## config.mk

```make
export PLATFORM = sky130hd
export DESIGN_NAME = sstf_disk_request_scheduler_top_flat
export DESIGN_NICKNAME = d
export VERILOG_FILES = /design/src/design/sstf_pkg.sv /design/src/design/sstf_if.sv /design/src/design/sstf_disk_request_scheduler_top.sv /design/src/design/sstf_ctrl.sv /design/src/design/sstf_dpath.sv /design/src/flat_wrapper.sv
export SDC_FILE = /design/constraint.sdc
export NUM_CORES = 1
export LEC_CHECK = 0
export BUFFER_PORTS_ARGS = -buffer_cell sky130_fd_sc_hd__buf_2
export CAP_MARGIN = 20
export CORE_MARGIN = 10
export CORE_UTILIZATION = 55
export DETAILED_ROUTE_END_ITERATION = 10
export PLACE_DENSITY_LB_ADDON = 0.12
export SYNTH_ARGS = -nofsm -noshare
export SYNTH_HDL_FRONTEND = slang
export SYNTH_SLANG_ARGS = --single-unit
```

## constraint.sdc

```tcl
create_clock -name clock -period 5.8 [get_ports clock]
set_input_delay 0 -clock clock [delete_from_list [all_inputs] [get_ports clock]]
set_output_delay 0 -clock clock [all_outputs]
set_load 0.05 [all_outputs]
```

## src/design/sstf_pkg.sv

```systemverilog
// sstf_pkg: shared types, field widths and codes of the sstf disk request scheduler
// depends on nothing; used by the channel interfaces, controller, datapath and top level

package sstf_pkg;

   // fixed widths of the payload fields
   localparam int CYL_FIELD_W  = 13;
   localparam int SLOT_FIELD_W = 4;
   localparam int OCC_FIELD_W  = 5;

   typedef logic [CYL_FIELD_W-1:0]  cyl_type;
   typedef logic [SLOT_FIELD_W-1:0] slot_type;
   typedef logic [OCC_FIELD_W-1:0]  occ_type;

   typedef enum logic {
      OP_INSERT   = 1'b0,
      OP_DISPATCH = 1'b1
   } op_type;

   typedef enum logic [1:0] {
      STAT_INSERTED   = 2'd0,
      STAT_DISPATCHED = 2'd1,
      STAT_FULL       = 2'd2,
      STAT_EMPTY      = 2'd3
   } status_type;

   typedef enum logic [1:0] {
      ST_IDLE,
      ST_SCAN,
      ST_DRAIN,
      ST_COMMIT
   } state_type;

   // controller to datapath
   typedef struct packed {
      logic load;     // latch the accepted word and restart the scan
      logic scan;     // read one slot and step the slot counter
      logic commit;   // apply the scan result and load the response register
   } ctrl_cmd_type;

   // datapath to controller
   typedef struct packed {
      logic scan_last;  // slot counter sits on the last slot
      logic out_free;   // response register can take a word this cycle
   } ctrl_stat_type;

endpackage

```

## src/design/sstf_if.sv

```systemverilog
// sstf_if: valid/ready channel interfaces for request, response and csr write words
// depends on sstf_pkg

interface sstf_req_if;
   logic               valid;
   logic               ready;
   sstf_pkg::op_type   operation;
   sstf_pkg::cyl_type  cylinder;

   modport source (output valid, operation, cylinder, input ready);
   modport sink   (input valid, operation, cylinder, output ready);
endinterface

interface sstf_rsp_if;
   logic                 valid;
   logic                 ready;
   sstf_pkg::status_type status;
   sstf_pkg::slot_type   slot;
   sstf_pkg::cyl_type    served_cylinder;
   sstf_pkg::cyl_type    seek_distance;
   sstf_pkg::occ_type    occupancy;

   modport source (output valid, status, slot, served_cylinder, seek_distance, occupancy,
                   input ready);
   modport sink   (input valid, status, slot, served_cylinder, seek_distance, occupancy,
                   output ready);
endinterface

interface sstf_csr_if;
   logic               valid;
   logic               ready;
   sstf_pkg::cyl_type  data;

   modport source (output valid, data, input ready);
   modport sink   (input valid, data, output ready);
endinterface

```

## src/design/sstf_disk_request_scheduler_top.sv

```systemverilog
// sstf_disk_request_scheduler_top: top level of the shortest-seek-first request scheduler
// depends on sstf_pkg, sstf_if, sstf_ctrl and sstf_dpath

// Keeps up to QUEUE_DEPTH pending cylinder requests and the head position. A request
// word either inserts a cylinder into the lowest free slot (status full if none) or
// dispatches the pending request nearest the head, ties to the lowest slot (status empty
// if none); each word gives exactly one response word. A word, insert or dispatch, is
// accepted only after the previous word has been committed; the response is loaded
// into the output register at commit, which waits while an earlier response is not taken.
// The scan reads one slot per cycle through the single read port of the request
// memory into a single subtract-and-compare unit. A new request is taken while an earlier
// response still waits in the output register; csr writes set the start cylinder, used as
// the head until the first dispatch, and are taken at any time.

module sstf_disk_request_scheduler_top #(
   parameter int QUEUE_DEPTH   = 16,
   parameter int CYLINDER_BITS = 13
) (
   input  logic              clock,
   input  logic              reset,
   sstf_req_if.sink          req_ch,
   sstf_rsp_if.source        rsp_ch,
   sstf_csr_if.sink          csr_ch
);

   // cylinders are kept at the narrower of the parameter and the field width
   localparam int CYL_W = (CYLINDER_BITS < sstf_pkg::CYL_FIELD_W) ?
                          CYLINDER_BITS : sstf_pkg::CYL_FIELD_W;

   sstf_pkg::ctrl_cmd_type  cmd;
   sstf_pkg::ctrl_stat_type stat;

   // start cylinder register, always ready for a csr word
   sstf_pkg::cyl_type start_cyl_ff;
   sstf_pkg::cyl_type start_cyl_in;

   assign csr_ch.ready = 1'b1;

   always_comb begin
      start_cyl_in = start_cyl_ff;
      if (csr_ch.valid) begin
         start_cyl_in = csr_ch.data;
      end
   end

   always_ff @(posedge clock) begin
      if (reset) begin
         start_cyl_ff <= '0;
      end else begin
         start_cyl_ff <= start_cyl_in;
      end
   end

   // sequencer: accept, scan every slot, drain the compare stage, commit
   sstf_ctrl u_ctrl (
      .clock     (clock),
      .reset     (reset),
      .req_valid (req_ch.valid),
      .req_ready (req_ch.ready),
      .stat      (stat),
      .cmd       (cmd)
   );

   // storage, compare unit and response register
   sstf_dpath #(
      .QUEUE_DEPTH (QUEUE_DEPTH),
      .CYL_W       (CYL_W)
   ) u_dpath (
      .clock               (clock),
      .reset               (reset),
      .cmd                 (cmd),
      .stat                (stat),
      .req_operation       (req_ch.operation),
      .req_cylinder        (req_ch.cylinder),
      .start_cylinder      (start_cyl_ff),
      .rsp_valid           (rsp_ch.valid),
      .rsp_ready           (rsp_ch.ready),
      .rsp_status          (rsp_ch.status),
      .rsp_slot            (rsp_ch.slot),
      .rsp_served_cylinder (rsp_ch.served_cylinder),
      .rsp_seek_distance   (rsp_ch.seek_distance),
      .rsp_occupancy       (rsp_ch.occupancy)
   );

endmodule

```

## src/design/sstf_ctrl.sv

```systemverilog
// sstf_ctrl: sequencer of the scheduler, accept / scan / drain / commit
// depends on sstf_pkg; drives sstf_dpath through command and status structs

module sstf_ctrl (
   input  logic                    clock,
   input  logic                    reset,
   input  logic                    req_valid,
   output logic                    req_ready,
   input  sstf_pkg::ctrl_stat_type stat,
   output sstf_pkg::ctrl_cmd_type  cmd
);

   sstf_pkg::state_type state_ff;
   sstf_pkg::state_type state_in;

   always_ff @(posedge clock) begin
      if (reset) begin
         state_ff <= sstf_pkg::ST_IDLE;
      end else begin
         state_ff <= state_in;
      end
   end

   always_comb begin
      state_in   = state_ff;
      req_ready  = 1'b0;
      cmd        = '0;
      unique case (state_ff)
         sstf_pkg::ST_IDLE: begin
            req_ready = 1'b1;
            if (req_valid) begin
               cmd.load = 1'b1;
               state_in = sstf_pkg::ST_SCAN;
            end
         end
         sstf_pkg::ST_SCAN: begin
            cmd.scan = 1'b1;
            if (stat.scan_last) begin
               state_in = sstf_pkg::ST_DRAIN;
            end
         end
         sstf_pkg::ST_DRAIN: begin
            // last slot read is compared in this cycle
            state_in = sstf_pkg::ST_COMMIT;
         end
         sstf_pkg::ST_COMMIT: begin
            if (stat.out_free) begin
               cmd.commit = 1'b1;
               state_in   = sstf_pkg::ST_IDLE;
            end
         end
         default: begin
            state_in = sstf_pkg::ST_IDLE;
         end
      endcase
   end

endmodule

```

## src/design/sstf_dpath.sv

```systemverilog
// sstf_dpath: request memory, slot valid bits, head register, scan compare unit
// and response register; depends on sstf_pkg, commanded by sstf_ctrl

module sstf_dpath #(
   parameter int QUEUE_DEPTH = 16,
   parameter int CYL_W       = 13
) (
   input  logic                    clock,
   input  logic                    reset,
   input  sstf_pkg::ctrl_cmd_type  cmd,
   output sstf_pkg::ctrl_stat_type stat,
   input  sstf_pkg::op_type        req_operation,
   input  sstf_pkg::cyl_type       req_cylinder,
   input  sstf_pkg::cyl_type       start_cylinder,
   output logic                    rsp_valid,
   input  logic                    rsp_ready,
   output sstf_pkg::status_type    rsp_status,
   output sstf_pkg::slot_type      rsp_slot,
   output sstf_pkg::cyl_type       rsp_served_cylinder,
   output sstf_pkg::cyl_type       rsp_seek_distance,
   output sstf_pkg::occ_type       rsp_occupancy
);

   localparam int IDX_W = (QUEUE_DEPTH > 1) ? $clog2(QUEUE_DEPTH) : 1;
   localparam int CNT_W = $clog2(QUEUE_DEPTH + 1);
   localparam logic [IDX_W-1:0] IDX_LAST = IDX_W'(QUEUE_DEPTH - 1);

   // request memory, undefined until written
   logic [CYL_W-1:0] mem_ff [QUEUE_DEPTH];

   sstf_pkg::op_type     op_ff, op_in;
   logic [CYL_W-1:0]     cyl_ff, cyl_in;
   logic [CYL_W-1:0]     head_cur_ff, head_cur_in;
   logic [IDX_W-1:0]     idx_ff, idx_in;
   logic                 stage_vld_ff;
   logic [IDX_W-1:0]     stage_idx_ff;
   logic [CYL_W-1:0]     rd_cyl_ff;
   logic                 rd_vld_ff;
   logic                 found_ff, found_in;
   logic [IDX_W-1:0]     best_idx_ff, best_idx_in;
   logic [CYL_W-1:0]     best_dist_ff, best_dist_in;
   logic [CYL_W-1:0]     best_cyl_ff, best_cyl_in;
   logic [QUEUE_DEPTH-1:0] valid_ff, valid_in;
   logic [CNT_W-1:0]     count_ff, count_in;
   logic [CYL_W-1:0]     head_ff, head_in;
   logic                 known_ff, known_in;

   logic                 rsp_valid_ff, rsp_valid_in;
   sstf_pkg::status_type rsp_status_ff, rsp_status_in;
   sstf_pkg::slot_type   rsp_slot_ff, rsp_slot_in;
   sstf_pkg::cyl_type    rsp_served_ff, rsp_served_in;
   sstf_pkg::cyl_type    rsp_dist_ff, rsp_dist_in;
   sstf_pkg::occ_type    rsp_occ_ff, rsp_occ_in;

   logic [CYL_W-1:0]     dist_up;
   logic [CYL_W-1:0]     dist_dn;
   logic [CYL_W-1:0]     seek_gap;
   logic                 take;
   logic                 ins_ok;
   logic                 disp_ok;

   // memory ports
   always_ff @(posedge clock) begin
      if (cmd.commit && ins_ok) begin
         mem_ff[best_idx_ff] <= cyl_ff;
      end
   end

   always_ff @(posedge clock) begin
      if (cmd.scan) begin
         rd_cyl_ff <= mem_ff[idx_ff];
      end
   end

   // distance from the head to the slot just read
   always_comb begin
      dist_up  = rd_cyl_ff - head_cur_ff;
      dist_dn  = head_cur_ff - rd_cyl_ff;
      seek_gap = (rd_cyl_ff >= head_cur_ff) ? dist_up : dist_dn;
      if (op_ff == sstf_pkg::OP_INSERT) begin
         take = stage_vld_ff && !found_ff && !rd_vld_ff;
      end else begin
         take = stage_vld_ff && rd_vld_ff && (!found_ff || (seek_gap < best_dist_ff));
      end
      ins_ok  = (op_ff == sstf_pkg::OP_INSERT) && found_ff;
      disp_ok = (op_ff == sstf_pkg::OP_DISPATCH) && found_ff;
   end

   always_comb begin
      op_in        = op_ff;
      cyl_in       = cyl_ff;
      head_cur_in  = head_cur_ff;
      idx_in       = idx_ff;
      found_in     = found_ff;
      best_idx_in  = best_idx_ff;
      best_dist_in = best_dist_ff;
      best_cyl_in  = best_cyl_ff;
      valid_in     = valid_ff;
      count_in     = count_ff;
      head_in      = head_ff;
      known_in     = known_ff;

      if (cmd.load) begin
         op_in       = req_operation;
         cyl_in      = req_cylinder[CYL_W-1:0];
         head_cur_in = known_ff ? head_ff : start_cylinder[CYL_W-1:0];
         idx_in      = '0;
         found_in    = 1'b0;
      end
      if (cmd.scan) begin
         idx_in = IDX_W'(idx_ff + 1'b1);
      end
      if (take) begin
         found_in     = 1'b1;
         best_idx_in  = stage_idx_ff;
         best_dist_in = seek_gap;
         best_cyl_in  = rd_cyl_ff;
      end
      if (cmd.commit) begin
         if (ins_ok) begin
            valid_in[best_idx_ff] = 1'b1;
            count_in              = CNT_W'(count_ff + 1'b1);
         end
         if (disp_ok) begin
            valid_in[best_idx_ff] = 1'b0;
            count_in              = CNT_W'(count_ff - 1'b1);
            head_in               = best_cyl_ff;
            known_in              = 1'b1;
         end
      end
   end

   // response register
   always_comb begin
      rsp_valid_in  = rsp_valid_ff && !rsp_ready;
      rsp_status_in = rsp_status_ff;
      rsp_slot_in   = rsp_slot_ff;
      rsp_served_in = rsp_served_ff;
      rsp_dist_in   = rsp_dist_ff;
      rsp_occ_in    = rsp_occ_ff;
      if (cmd.commit) begin
         rsp_valid_in = 1'b1;
         case (op_ff)
            sstf_pkg::OP_INSERT:
               rsp_status_in = found_ff ? sstf_pkg::STAT_INSERTED : sstf_pkg::STAT_FULL;
            default:
               rsp_status_in = found_ff ? sstf_pkg::STAT_DISPATCHED : sstf_pkg::STAT_EMPTY;
         endcase
         rsp_slot_in   = found_ff ? sstf_pkg::slot_type'(best_idx_ff) : '0;
         rsp_served_in = disp_ok ? sstf_pkg::cyl_type'(best_cyl_ff) : '0;
         rsp_dist_in   = disp_ok ? sstf_pkg::cyl_type'(best_dist_ff) : '0;
         rsp_occ_in    = sstf_pkg::occ_type'(count_in);
      end
   end

   always_ff @(posedge clock) begin
      if (reset) begin
         stage_vld_ff <= 1'b0;
         valid_ff     <= '0;
         count_ff     <= '0;
         known_ff     <= 1'b0;
         rsp_valid_ff <= 1'b0;
      end else begin
         stage_vld_ff <= cmd.scan;
         valid_ff     <= valid_in;
         count_ff     <= count_in;
         known_ff     <= known_in;
         rsp_valid_ff <= rsp_valid_in;
      end
   end

   always_ff @(posedge clock) begin
      op_ff         <= op_in;
      cyl_ff        <= cyl_in;
      head_cur_ff   <= head_cur_in;
      idx_ff        <= idx_in;
      stage_idx_ff  <= idx_ff;
      rd_vld_ff     <= valid_ff[idx_ff];
      found_ff      <= found_in;
      best_idx_ff   <= best_idx_in;
      best_dist_ff  <= best_dist_in;
      best_cyl_ff   <= best_cyl_in;
      head_ff       <= head_in;
      rsp_status_ff <= rsp_status_in;
      rsp_slot_ff   <= rsp_slot_in;
      rsp_served_ff <= rsp_served_in;
      rsp_dist_ff   <= rsp_dist_in;
      rsp_occ_ff    <= rsp_occ_in;
   end

   assign stat.scan_last = (idx_ff == IDX_LAST);
   assign stat.out_free  = !rsp_valid_ff || rsp_ready;

   assign rsp_valid           = rsp_valid_ff;
   assign rsp_status          = rsp_status_ff;
   assign rsp_slot            = rsp_slot_ff;
   assign rsp_served_cylinder = rsp_served_ff;
   assign rsp_seek_distance   = rsp_dist_ff;
   assign rsp_occupancy       = rsp_occ_ff;

endmodule
```

## src/flat_wrapper.sv

```systemverilog
// flat-port wrapper written by rule: the top's interface ports become plain ports
module sstf_disk_request_scheduler_top_flat 
#(
   parameter int QUEUE_DEPTH   = 16,
   parameter int CYLINDER_BITS = 13
)
  (clock, reset, req_ch_valid, req_ch_operation, req_ch_cylinder, req_ch_ready, rsp_ch_valid, rsp_ch_status, rsp_ch_slot, rsp_ch_served_cylinder, rsp_ch_seek_distance, rsp_ch_occupancy, rsp_ch_ready, csr_ch_valid, csr_ch_data, csr_ch_ready);
  sstf_req_if req_ch_i ();
  sstf_rsp_if rsp_ch_i ();
  sstf_csr_if csr_ch_i ();
  input  logic clock;
  input  logic reset;
  input wire logic [$bits(req_ch_i.valid)-1:0] req_ch_valid;
  input wire logic [$bits(req_ch_i.operation)-1:0] req_ch_operation;
  input wire logic [$bits(req_ch_i.cylinder)-1:0] req_ch_cylinder;
  output wire logic [$bits(req_ch_i.ready)-1:0] req_ch_ready;
  output wire logic [$bits(rsp_ch_i.valid)-1:0] rsp_ch_valid;
  output wire logic [$bits(rsp_ch_i.status)-1:0] rsp_ch_status;
  output wire logic [$bits(rsp_ch_i.slot)-1:0] rsp_ch_slot;
  output wire logic [$bits(rsp_ch_i.served_cylinder)-1:0] rsp_ch_served_cylinder;
  output wire logic [$bits(rsp_ch_i.seek_distance)-1:0] rsp_ch_seek_distance;
  output wire logic [$bits(rsp_ch_i.occupancy)-1:0] rsp_ch_occupancy;
  input wire logic [$bits(rsp_ch_i.ready)-1:0] rsp_ch_ready;
  input wire logic [$bits(csr_ch_i.valid)-1:0] csr_ch_valid;
  input wire logic [$bits(csr_ch_i.data)-1:0] csr_ch_data;
  output wire logic [$bits(csr_ch_i.ready)-1:0] csr_ch_ready;
  assign req_ch_i.valid = req_ch_valid;
  assign req_ch_i.operation = req_ch_operation;
  assign req_ch_i.cylinder = req_ch_cylinder;
  assign req_ch_ready = req_ch_i.ready;
  assign rsp_ch_valid = rsp_ch_i.valid;
  assign rsp_ch_status = rsp_ch_i.status;
  assign rsp_ch_slot = rsp_ch_i.slot;
  assign rsp_ch_served_cylinder = rsp_ch_i.served_cylinder;
  assign rsp_ch_seek_distance = rsp_ch_i.seek_distance;
  assign rsp_ch_occupancy = rsp_ch_i.occupancy;
  assign rsp_ch_i.ready = rsp_ch_ready;
  assign csr_ch_i.valid = csr_ch_valid;
  assign csr_ch_i.data = csr_ch_data;
  assign csr_ch_ready = csr_ch_i.ready;
  sstf_disk_request_scheduler_top #(.QUEUE_DEPTH(QUEUE_DEPTH), .CYLINDER_BITS(CYLINDER_BITS)) u_core (.clock(clock), .reset(reset), .req_ch(req_ch_i), .rsp_ch(rsp_ch_i), .csr_ch(csr_ch_i));
endmodule
```

After elaboration in Yosys (flattened, before gate mapping)
Memory sizes are Yosys's and may differ from the RTL's. A register that Yosys moved wholly into a read port is not among the register bits.
Cells that the tools add are included.
{"block": "totals", "ram_bits": 208, "word_cells": 95, "in_bits": 32, "output_inout_bits": 40, "ff_bits": 156, "memories": 1}
{"memory": "u_core.u_dpath.mem_ff", "words": 16, "word_bits": 13, "read_ports": 1, "rd_clocked_by_memory_dff": 1, "wr": 1, "line": "sstf_dpath.sv:29", "text": "logic [CYL_W-1:0] mem_ff [QUEUE_DEPTH];"}
{"block": "op_classes", "n_bitwise": 4, "eq_ne": 7, "n_lt_le_gt_ge": 5, "muxes": 31, "n_addsub": 5, "reduce_logical": 19}
{"operator": "$mux W16", "n": 3}
{"operator": "$mux W13", "n": 2}
{"operator": "$sub A13 B13 Y13", "n": 2}
{"operator": "$and A16 B16 Y16", "n": 1}
{"operator": "$not A16 Y16", "n": 1}
{"operator": "$or A16 B16 Y16", "n": 1}
{"operator": "$mux W5", "n": 3}
{"operator": "$ge A13 B13 Y1", "n": 1}
{"operator": "$lt A13 B13 Y1", "n": 1}
{"operator": "$mux W1", "n": 12}
{"operator": "$mux W2", "n": 6}
{"operator": "$lt A4 B5 Y1 const B", "n": 2}
{"operator": "$logic_and A1 B1 Y1", "n": 9}
{"operator": "$mux W4", "n": 2}
{"operator": "$pmux W2 S4", "n": 1}
{"operator": "$add A5 B1 Y5 const B", "n": 1}
{"operator": "$sub A5 B1 Y5 const B", "n": 1}
{"operator": "$add A4 B1 Y4 const B", "n": 1}
{"operator": "$bmux W1 S4", "n": 1}
{"operator": "$demux W1 S4", "n": 1}
{"operator": "$eq A2 B2 Y1 const B", "n": 2}
{"operator": "$eq A4 B4 Y1 const B", "n": 1}
{"operator": "$ge A4 B1 Y1 const B", "n": 1}
{"operator": "$logic_not A1 Y1", "n": 4}
{"operator": "9 further kinds", "n": 11}

Logic depth before layout (Yosys ltp)
Gate-level depths: netlist of run 1.
{"block": "logic_depth", "depth_word": 9, "mapped_depth": 17, "mapped_depth_nobuf": 15}

By module
From an unflattened synthesis of run 1, not the netlist that was laid out.
{"block": "hier_totals", "hier_cells": 897, "area_unflattened_um2": 15542.4}
{"module": "sstf_dpath", "seq_area_each_um2": 10570.1, "n_inst": 1, "area_per_inst_um2": 14858.0, "cells_per_inst": 832}
{"module": "sstf_disk_request_scheduler_top", "seq_area_each_um2": 260.2, "n_inst": 1, "area_per_inst_um2": 485.5, "cells_per_inst": 44}
{"module": "sstf_ctrl", "seq_area_each_um2": 40.0, "n_inst": 1, "area_per_inst_um2": 198.9, "cells_per_inst": 21}

Worst setup path before layout of run 1
Ideal clock, no wire load.
{"block": "synth_timing", "path_kind": "register -> register", "start": "register u_core.u_dpath.rd_cyl_ff[9] (read register of u_core.u_dpath.mem_ff)", "end": "register u_core.u_dpath.best_cyl_ff[0], enable pin", "arrival_ns": 4.118, "required_time_ns": 5.383, "setup_ns": 0.417, "path_stages_with_launch": 16, "setup_slack_ns": 1.265, "period_less_slack_ns": 4.535, "n_path_buf": 2, "cell_sequence": "edfxtp_1 > ha_1 > buf_2 > nand4_2 > o41ai_2 > a211oi_2 > o21ai_2 > buf_6 > mux2i_1 > xnor2_1 > ha_1 > a21o_1 > a21o_1 > a21oi_1 > a21oi_1 > nor2_1"}
{"block": "synth_via", "elab_chain_cells": 6, "elab_cells_between_ends": 8, "classes_between": "add/sub: 2; order compare: 2; mux: 2; reduce/logical: 2"}
{"item": "start, declared", "line": "sstf_dpath.sv:37", "text": "logic [CYL_W-1:0] rd_cyl_ff;"}
{"item": "$ge A13 B13 Y1", "line": "sstf_dpath.sv:79", "text": "seek_gap = (rd_cyl_ff >= head_cur_ff) ? dist_up : dist_dn;"}
{"item": "$mux W13", "line": "sstf_dpath.sv:79"}
{"item": "net u_core.u_dpath.seek_gap[6]", "line": "sstf_dpath.sv:57", "text": "logic [CYL_W-1:0] seek_gap;"}
{"item": "$lt A13 B13 Y1", "line": "sstf_dpath.sv:83", "text": "take = stage_vld_ff && rd_vld_ff && (!found_ff || (seek_gap < best_dist_ff));"}
{"item": "$logic_or A1 B1 Y1", "line": "sstf_dpath.sv:83"}
{"item": "$logic_and A1 B1 Y1", "line": "sstf_dpath.sv:83"}
{"item": "$mux W1", "line": "sstf_dpath.sv:80", "text": "if (op_ff == sstf_pkg::OP_INSERT) begin"}
{"item": "net u_core.u_dpath.take", "line": "sstf_dpath.sv:58", "text": "logic take;"}
{"item": "end signal, assigned", "line": "sstf_dpath.sv:182", "text": "best_cyl_ff <= best_cyl_in;"}
{"item": "end, declared", "line": "sstf_dpath.sv:42", "text": "logic [CYL_W-1:0] best_cyl_ff, best_cyl_in;"}
The timed path passes the listed nets, and every way through them passes these cells.
A chain may end at the register's enable or synchronous reset.

Final worst setup path of run 1
{"block": "layout_timing", "start": "register u_core.u_dpath.rd_cyl_ff[3] (read register of u_core.u_dpath.mem_ff)", "end": "register u_core.u_dpath.best_cyl_ff[5], enable pin"}
{"block": "layout_via", "elab_chain_cells": 6, "elab_cells_between_ends": 8, "classes_between": "add/sub: 2; order compare: 2; mux: 2; reduce/logical: 2"}
{"item": "$sub A13 B13 Y13 (tied with other cells)", "line": "sstf_dpath.sv:78", "text": "dist_dn = head_cur_ff - rd_cyl_ff;"}
{"item": "$mux W13 (*)", "line": "sstf_dpath.sv:79"}
{"item": "net u_core.u_dpath.seek_gap[6]", "line": "sstf_dpath.sv:57"}
{"item": "$lt A13 B13 Y1 (*)", "line": "sstf_dpath.sv:83"}
{"item": "$logic_or A1 B1 Y1 (*)", "line": "sstf_dpath.sv:83"}
{"item": "$logic_and A1 B1 Y1 (*)", "line": "sstf_dpath.sv:83"}
{"item": "$mux W1 (*)", "line": "sstf_dpath.sv:80"}
{"item": "net u_core.u_dpath.take", "line": "sstf_dpath.sv:58"}
The timed path passes the listed nets; every way through them passes the cells marked *.

==> out/qor.txt, run 1 <==
OUTCOME
-----------------------------------------------------------------------------
Run status                                                       finished clean

STA
-----------------------------------------------------------------------------
Maximum operating frequency                                        0.2377 GHz
Relative max-transition margin                                         0.3052
Final setup skew                                                     14.10 ps
Unrepaired setup endpoints after global routing                         false
Final hold vios                                                             0
Number of setup violations in the final report                              0
Post-route clock period utilization                                    0.7253
Minimum clock period after layout                                     4207 ps
Final slew viol count                                                       0
Setup slack after layout                                              1593 ps
Setup tns final                                                          0 ps
Minimum hold slack                                                   27.20 ps
Worst Max-Slew Pin Slew                                               1042 ps

GLOBAL ROUTING
-----------------------------------------------------------------------------
Antenna violations before repair                                            0
Wire length of the first global-routing pass                         50260 um
Grt ovf                                                                     0
Via count of the first global-routing pass                               8399
Global-route usage over all layers                                     0.1834
Maximum number of pins on one net before global-route repair               60

SYNTH
-----------------------------------------------------------------------------
Cell area after synthesis                                        0.01549 mm^2
Distinct cell type count after synthesis                                   47
Most used flip-flop cell after synthesis                         sky130_fd_sc_hd__edfxtp_1
Instance count of the mapped netlist                                      920
Mean post-synth cell area                                          16.84 um^2
Combinational family with the most area after synthesis          multiplexers
Share of flip-flops with an asynchronous set or reset                       0
Portion of the post-synthesis area used by sequential elements         0.7017
Synth Net Count                                                           998
Synthesis warning total                                                     0
Post-synth EDFFs                                                          332
Synthesized-area fraction occupied by and/or/nand/nor cells           0.05831
Post-synthesis sequential element count                                   377
Adder and majority gate portion of the synthesized area               0.03812
Area fraction in compound gates after synthesis                       0.03804
Share of cell area taken by muxes after synthesis                      0.1261
Synth Area in XOR/XNOR                                                0.01074

FINISH
-----------------------------------------------------------------------------
Fraction of final layout cells sized beyond drive strength 1           0.2228
Area Overhead vs Synth                                                 15.56%
Antenna diode count                                                         0
Most frequent cells in the layout                                sky130_fd_sc_hd__edfxtp_1, sky130_fd_sc_hd__nor2_1, sky130_fd_sc_hd__mux4_2, sky130_fd_sc_hd__buf_2, sky130_fd_sc_hd__inv_1
Leading cell type in the layout, fill and taps excluded          sky130_fd_sc_hd__edfxtp_1
Layout Nets                                                              1125

DETAILED ROUTING
-----------------------------------------------------------------------------
DRC violations left                                                         0
Detailed-route via count                                                 8089
DRT iter0 DRCs                                                            533
Vias per std cell                                                       5.559
Antenna-violating nets left                                                 0
Average detailed-routed wire length per instance                     22.19 um
Count of TritonRoute iterations in the first routing pass                   5
Final routed wirelength across all metal layers                      32280 um

MIN PATH
-----------------------------------------------------------------------------
Class of the tightest hold or removal check                            in2reg

SETUP PATH
-----------------------------------------------------------------------------
Kind of launch point of the worst setup path                         register
Data arrival, critical path                                           4380 ps
Family with the most delay on the worst path                     compound AO/OA/AOI/OAI gates
Critical-path cell list                                          ha_1 > o21ai_0 > a21oi_1 > o22ai_1 > o21ai_2 > mux2i_1 > xnor2_1 > ha_1 > a21o_1 > a21o_1 > a21oi_1 > a21oi_1 > nor2_2 > buf_4
Reg2reg end                                                      u_core.u_dpath.best_cyl_ff[5]
Max stage delay cell, worst path                                 sky130_fd_sc_hd__o21ai_2
Reg2reg setup slack                                                   1590 ps
Start point of the critical path                                 u_core.u_dpath.rd_cyl_ff[3]
CP Capture Type                                                      register
Worst Setup Path Type                                                 reg2reg
Delay of the slowest cell on the worst path                            640 ps
Capturing element of the worst setup path                        u_core.u_dpath.best_cyl_ff[5]
Buffers and inverters on the worst path                                     1
Number of cells on the critical path                                       14
Startpoint of the worst register-to-register path                u_core.u_dpath.rd_cyl_ff[3]
Critical path required time                                           5970 ps
Register-to-Register Path Depth                                            14
Largest fanout on the critical path                                        30
CP most frequent cell                                            sky130_fd_sc_hd__a21oi_1

PWR
-----------------------------------------------------------------------------
P_leak                                                               6.427 nW
Largest voltage drop on the vdd net                                 0.2968 mV
Pwr/cell area                                                    484.4 mW/mm^2

PLACEMENT
-----------------------------------------------------------------------------
Post-detailed-placement half-perimeter wirelength                    19450 um
Pre-CTS WS                                                            1576 ps
RD Place Congestion                                                    0.8816
Number of buffers added on ports                                           70

FLOORPLAN
-----------------------------------------------------------------------------
Die footprint                                                    0.03528 mm^2
Width of the die                                                     187.8 um
Top Ports                                                                  72
Core Rows                                                                  61
Die Ht                                                               187.8 um
Core area                                                        0.02778 mm^2
Effective utilization at floorplan                                     0.5576

CLOCK TREE
-----------------------------------------------------------------------------
TritonCTS clock tree                                                      yes
Count of hold-fix buffers inserted at cts                                  39
Largest buffer count on any clock path                                      3
Clock latency at the later pin of the worst-skew pair                  530 ps
Setup bufs post-CTS                                                         0
CTS clk-pin slew, worst paths                                           60 ps
Number of sinks driven by the clock tree                                  377
Clock tree root buffer cell                                      sky130_fd_sc_hd__clkbuf_16
Level count of the clock H-tree                                             2
Resize count post-CTS                                                       0
Number of CTS-inserted buffers                                             40

RUN
-----------------------------------------------------------------------------
Reported max-cap violation count                                            0

-- sequential cells by signal (all words and copies together) (netlist names), 4 cells and up --
name and count:
u_core.u_dpath.rsp_occupancy 5, u_core.u_dpath.rd_cyl_ff 13, u_core.u_dpath.stage_idx_ff 4, u_core.u_dpath.cyl_ff 13, u_core.u_dpath.rsp_seek_distance 13, u_core.u_dpath.idx_ff 4, u_core.u_dpath.count_ff 5, u_core.start_cyl_ff 13
u_core.u_dpath.head_ff 13, u_core.u_dpath.valid_ff 16, u_core.u_dpath.best_dist_ff 13, u_core.u_dpath.rsp_served_cylinder 13, u_core.u_dpath.mem_ff 208, u_core.u_dpath.head_cur_ff 13, u_core.u_dpath.rsp_slot 4, u_core.u_dpath.best_cyl_ff 13
u_core.u_dpath.best_idx_ff 4
-- per-stage QoR --
step / util / power (mW) / cells / instance area, um^2
floorplan: - / 5.608 / 920 / 15490
global placement: 0.5846 / 6.265 / 1343 / 16240
detailed placement: 0.5856 / 6.298 / 1344 / 16270
CTS: 0.6444 / 8.759 / 1455 / 17900
global route: 0.6444 / 9.145 / 1455 / 17900
finish: 0.6444 / 8.673 / 1455 / 17900
-- Yosys cell counts (5+ instances only) --
cell                       number  share of area
sky130_fd_sc_hd__edfxtp_1     332           0.64
sky130_fd_sc_hd__nor2_1        81          0.020
sky130_fd_sc_hd__mux4_2        70           0.10
sky130_fd_sc_hd__inv_1         48          0.012
sky130_fd_sc_hd__dfxtp_1       45          0.058
sky130_fd_sc_hd__ha_1          44          0.036
sky130_fd_sc_hd__a21oi_1       33          0.011
sky130_fd_sc_hd__mux2i_1       23          0.015
sky130_fd_sc_hd__and3_1        22         0.0089
sky130_fd_sc_hd__o21ai_0       22         0.0071
sky130_fd_sc_hd__clkbuf_1      18         0.0044
sky130_fd_sc_hd__nand2_1       15         0.0036
sky130_fd_sc_hd__nand3_1       14         0.0045
sky130_fd_sc_hd__nor2b_1       14         0.0057
sky130_fd_sc_hd__mux2_2        13         0.0094
sky130_fd_sc_hd__buf_2         12         0.0039
sky130_fd_sc_hd__xnor2_1       12         0.0068
sky130_fd_sc_hd__a211oi_1      10         0.0048
sky130_fd_sc_hd__a21o_1        10         0.0048
sky130_fd_sc_hd__and2_1        10         0.0040
sky130_fd_sc_hd__nand2b_1       9         0.0036
sky130_fd_sc_hd__nand4_1        7         0.0028
sky130_fd_sc_hd__xor2_1         7         0.0040
sky130_fd_sc_hd__buf_1          6         0.0015
sky130_fd_sc_hd__buf_6          6         0.0044
sky130_fd_sc_hd__o21bai_1       5         0.0024
-- cell families (layout without fill, tap and decap cells) --
family                     Yosys count  after routing
adders and majority gates           46             46
xor gates and xnor gates            19             19
other                                1              1
and+or+nand+nor                    183            183
buffers and inverters               93            250
DFF                                377            377
muxes                              106            106
AOI/OAI and AO/OA                   95             95
-- cell type report --
cell class                 instances  area [um^2]
sequential                       377        10870
timing repair buffer             130        918.4
fill                            2042         9878
multi-input combinational        450         4218
tap                              378        473.0
clock inverter                    22        195.2
inverter                          48        180.2
clock buffer                      50         1049
-- per-layer routing --
layer | wire (um) | global-route usage | vias up
met4 | 535 | 0.04523 | 0
met1 | 13950 | 0.2413 | 4078
met3 | 1489 | 0.03284 | 48
met5 | 0 | 0 | -
li1 | - | - | 3779
met2 | 16310 | 0.3104 | 184
-- worst min-delay path by stage --
stage	start	to	depth (start not counted)
final	req_ch_valid	u_core.u_ctrl.state_ff[0]	5
after global routing	req_ch_valid	u_core.u_ctrl.state_ff[0]	5
after CTS	req_ch_valid	u_core.u_ctrl.state_ff[0]	5
after detailed placement	req_ch_cylinder[7]	u_core.u_dpath.cyl_ff[7]	1
after global placement	req_ch_cylinder[10]	u_core.u_dpath.cyl_ff[10]	1
after floorplan	req_ch_cylinder[0]	u_core.u_dpath.cyl_ff[0]	0
-- tightest hold or removal path, delay by kind of cell --
kind / cells / cell delay (ps)
AND/OR/NAND/NOR: 1 / 140
buffers and inverters: 2 / 150
AO/OA/AOI/OAI: 2 / 210
-- power by group --
part	switching (mW)	leakage, nW	internal (mW)
clock	0.996	0.605	1.42
sequential	0.232	3.39	3.40
combinational	1.50	2.43	1.13
total	2.72	6.43	5.95
(Power assumes the default switching activity.)
==> inputs of run 2 (changes only) <==
==> constraint.sdc (replaced) <==
create_clock -name clock -period 3.7 [get_ports clock]
set_input_delay 0 -clock clock [delete_from_list [all_inputs] [get_ports clock]]
set_output_delay 0 -clock clock [all_outputs]
set_load 0.05 [all_outputs]
==> out/qor.txt, run 2 (synthesis results as in run 1) <==
OUTCOME
---------------------------------------------------------------------------
Run status                                                     finished clean

STA
---------------------------------------------------------------------------
Minimum clock period after layout                                   3592 ps
Relative max-transition margin                                       0.3514
Unrepaired setup endpoints after global routing                        true
Post-route clock period utilization                                  0.9708
Number of setup violations in the final report                            0
Final setup skew                                                   16.41 ps
Final hold vios                                                           0
Setup tns final                                                        0 ps
Worst Max-Slew Pin Slew                                            973.0 ps
Final slew viol count                                                     0
Minimum hold slack                                                0.4862 ps
Maximum operating frequency                                      0.2784 GHz

DETAILED ROUTING
---------------------------------------------------------------------------
Detailed-route via count                                               8372
Final routed wirelength across all metal layers                    32660 um
Average detailed-routed wire length per instance                   21.92 um
Sum of met3 wire segment lengths after detailed routing             1854 um
Count of TritonRoute iterations in the first routing pass                 6
Met2 Routed Length                                                 16370 um
Top layer used by detailed routing                                     met4
DRT iter0 DRCs                                                          512
DRC violations left                                                       0
Antenna-violating nets left                                               0
Met1 WL                                                            13750 um
Vias per std cell                                                     5.619

SETUP PATH
---------------------------------------------------------------------------
Largest fanout on the critical path                                       8
Max stage delay cell, worst path                               sky130_fd_sc_hd__edfxtp_1
Reg2reg setup slack                                                  110 ps
Kind of launch point of the worst setup path                       register
Reg2reg end                                                    u_core.u_dpath.best_dist_ff[7]
Critical path required time                                         3940 ps
Worst Setup Path Type                                               reg2reg
Register-to-Register Path Depth                                          15
Delay of the slowest cell on the worst path                          460 ps
Startpoint of the worst register-to-register path              u_core.u_dpath.rd_cyl_ff[10]
CP Capture Type                                                    register
Buffers and inverters on the worst path                                   2
Family with the most delay on the worst path                   compound AO/OA/AOI/OAI gates
Data arrival, critical path                                         3830 ps
Critical-path cell list                                        ha_4 > buf_6 > a211oi_2 > nor2_2 > a211oi_2 > o21ai_4 > mux2i_1 > xnor2_1 > ha_1 > a21o_1 > a21o_1 > a21oi_2 > a21oi_2 > nor2_4 > clkbuf_16

RUN
---------------------------------------------------------------------------
Reported max-cap violation count                                          0

FLOORPLAN
---------------------------------------------------------------------------
Die footprint                                                  0.03528 mm^2
Core Rows                                                                61
Top Ports                                                                72
Die Ht                                                             187.8 um
Core area                                                      0.02778 mm^2
Effective utilization at floorplan                                   0.5576
Width of the die                                                   187.8 um

GLOBAL ROUTING
---------------------------------------------------------------------------
Grt ovf                                                                   0
Wire length of the first global-routing pass                       50070 um
Global-route usage over all layers                                   0.1827
Via count of the first global-routing pass                             8472
Antenna violations before repair                                          0
Maximum number of pins on one net before global-route repair             61

MIN PATH
---------------------------------------------------------------------------
Hold path startpoint                                           csr_ch_valid
Hold-critical path endpoint                                    u_core.start_cyl_ff[1]
Worst Hold Path Cells                                                     3
Class of the tightest hold or removal check                          in2reg

FINISH
---------------------------------------------------------------------------
Area Overhead vs Synth                                               18.24%
Largest registers                                              u_core.u_dpath.mem_ff: 208 flops, u_core.u_dpath.valid_ff: 16 flops
Most frequent cells in the layout                              sky130_fd_sc_hd__edfxtp_1, sky130_fd_sc_hd__nor2_1, sky130_fd_sc_hd__mux4_2, sky130_fd_sc_hd__buf_2, sky130_fd_sc_hd__buf_4
Post-layout instance area                                      0.01832 mm^2
Final std cells w/o fill                                               1490
Antenna diode count                                                       0
Fraction of final layout cells sized beyond drive strength 1         0.2671
Register with the most flip-flops                              u_core.u_dpath.mem_ff
Layout Nets                                                            1162
Number of flip-flops under the largest register name                    208
Leading cell type in the layout, fill and taps excluded        sky130_fd_sc_hd__edfxtp_1

PLACEMENT
---------------------------------------------------------------------------
Area of placed instances                                       0.01650 mm^2
RD Place Congestion                                                  0.8780
Number of buffers added on ports                                         70
Number of placed instances with taps included                          1370
Post-detailed-placement half-perimeter wirelength                  20360 um

PWR
---------------------------------------------------------------------------
P_leak                                                             6.613 nW
Pwr/cell area                                                  766.8 mW/mm^2
Largest voltage drop on the vdd net                               0.4353 mV
Power, Total                                                       14.05 mW

CLOCK TREE
---------------------------------------------------------------------------
Clock latency at the later pin of the worst-skew pair                530 ps
CTS clk-pin slew, worst paths                                         60 ps
Largest buffer count on any clock path                                    3
Number of sinks driven by the clock tree                                377
TritonCTS clock tree                                                    yes
Clock tree root buffer cell                                    sky130_fd_sc_hd__clkbuf_16
Level count of the clock H-tree                                           2
Number of CTS-inserted buffers                                           39

[run 2: repair_timing]
item / in CTS / in global routing
buffers inserted: 1 / 10
gates resized for setup: 5 / 35
pin swaps: 1 / 23
hold buffers: 39 / 0
hold endpoints to repair: 29 / 0
setup endpoints to repair: 30 / 31
cloned: 0 / 1
[run 2: worst max-delay path by stage]
stage / cells after the start / slack [ps] / endpoint / start
5_1_grt: 15 / -80 / u_core.u_dpath.best_dist_ff[12] / u_core.u_dpath.rd_cyl_ff[8]
6_report: 15 / 110 / u_core.u_dpath.best_dist_ff[7] / u_core.u_dpath.rd_cyl_ff[10]
4_1_cts: 15 / 30 / u_core.u_dpath.best_dist_ff[6] / u_core.u_dpath.rd_cyl_ff[8]
2_1_floorplan: 15 / 7 / u_core.u_dpath.best_cyl_ff[0] / u_core.u_dpath.rd_cyl_ff[5]
3_5_place_dp: 16 / -110 / u_core.u_dpath.best_cyl_ff[6] / u_core.u_dpath.rd_cyl_ff[0]
3_3_place_gp: 14 / -160 / u_core.u_dpath.best_cyl_ff[6] / u_core.u_dpath.rd_cyl_ff[0]
[run 2: power by group]
group	internal (mW)	switching [mW]
logic	2.28	2.59
clock network	1.97	1.54
registers	5.33	0.334
total	9.58	4.47
[run 2: through the flow]
stage,setup WS (ps),utilization
2_1_floorplan,6.624,-
3_3_place_gp,-162.1,0.5940
3_5_place_dp,-110.9,0.5940
4_1_cts,34.63,0.6498
5_1_grt,-78.97,0.6593
6_report,108.1,0.6593
[run 2: routing by layer]
metal | vias to the layer above | GRT usage
met4 | 0 | 0.04985
met2 | 235 | 0.3086
li1 | 3844 | -
met3 | 52 | 0.03284
met1 | 4241 | 0.2390
met5 | - | 0
[run 2: area by class of cell]
cell class / instances / area (um^2)
fill: 1970 / 9464
timing repair buffer: 168 / 1262
sequential: 377 / 10870
multi-input combinational: 450 / 4389
inverter: 48 / 180.2
clock buffer: 49 / 1023
tap: 378 / 473.0
clock inverter: 20 / 118.9
[run 2: worst reg2reg max path, cell delays in order, from the launching register on]
cell and delay (ps):
sky130_fd_sc_hd__edfxtp_1 460, sky130_fd_sc_hd__ha_4 320, sky130_fd_sc_hd__buf_6 130, sky130_fd_sc_hd__a211oi_2 200, sky130_fd_sc_hd__nor2_2 80, sky130_fd_sc_hd__a211oi_2 260, sky130_fd_sc_hd__o21ai_4 130, sky130_fd_sc_hd__mux2i_1 150
sky130_fd_sc_hd__xnor2_1 260, sky130_fd_sc_hd__ha_1 290, sky130_fd_sc_hd__a21o_1 160, sky130_fd_sc_hd__a21o_1 180, sky130_fd_sc_hd__a21oi_2 160, sky130_fd_sc_hd__a21oi_2 100, sky130_fd_sc_hd__nor2_4 220, sky130_fd_sc_hd__clkbuf_16 210
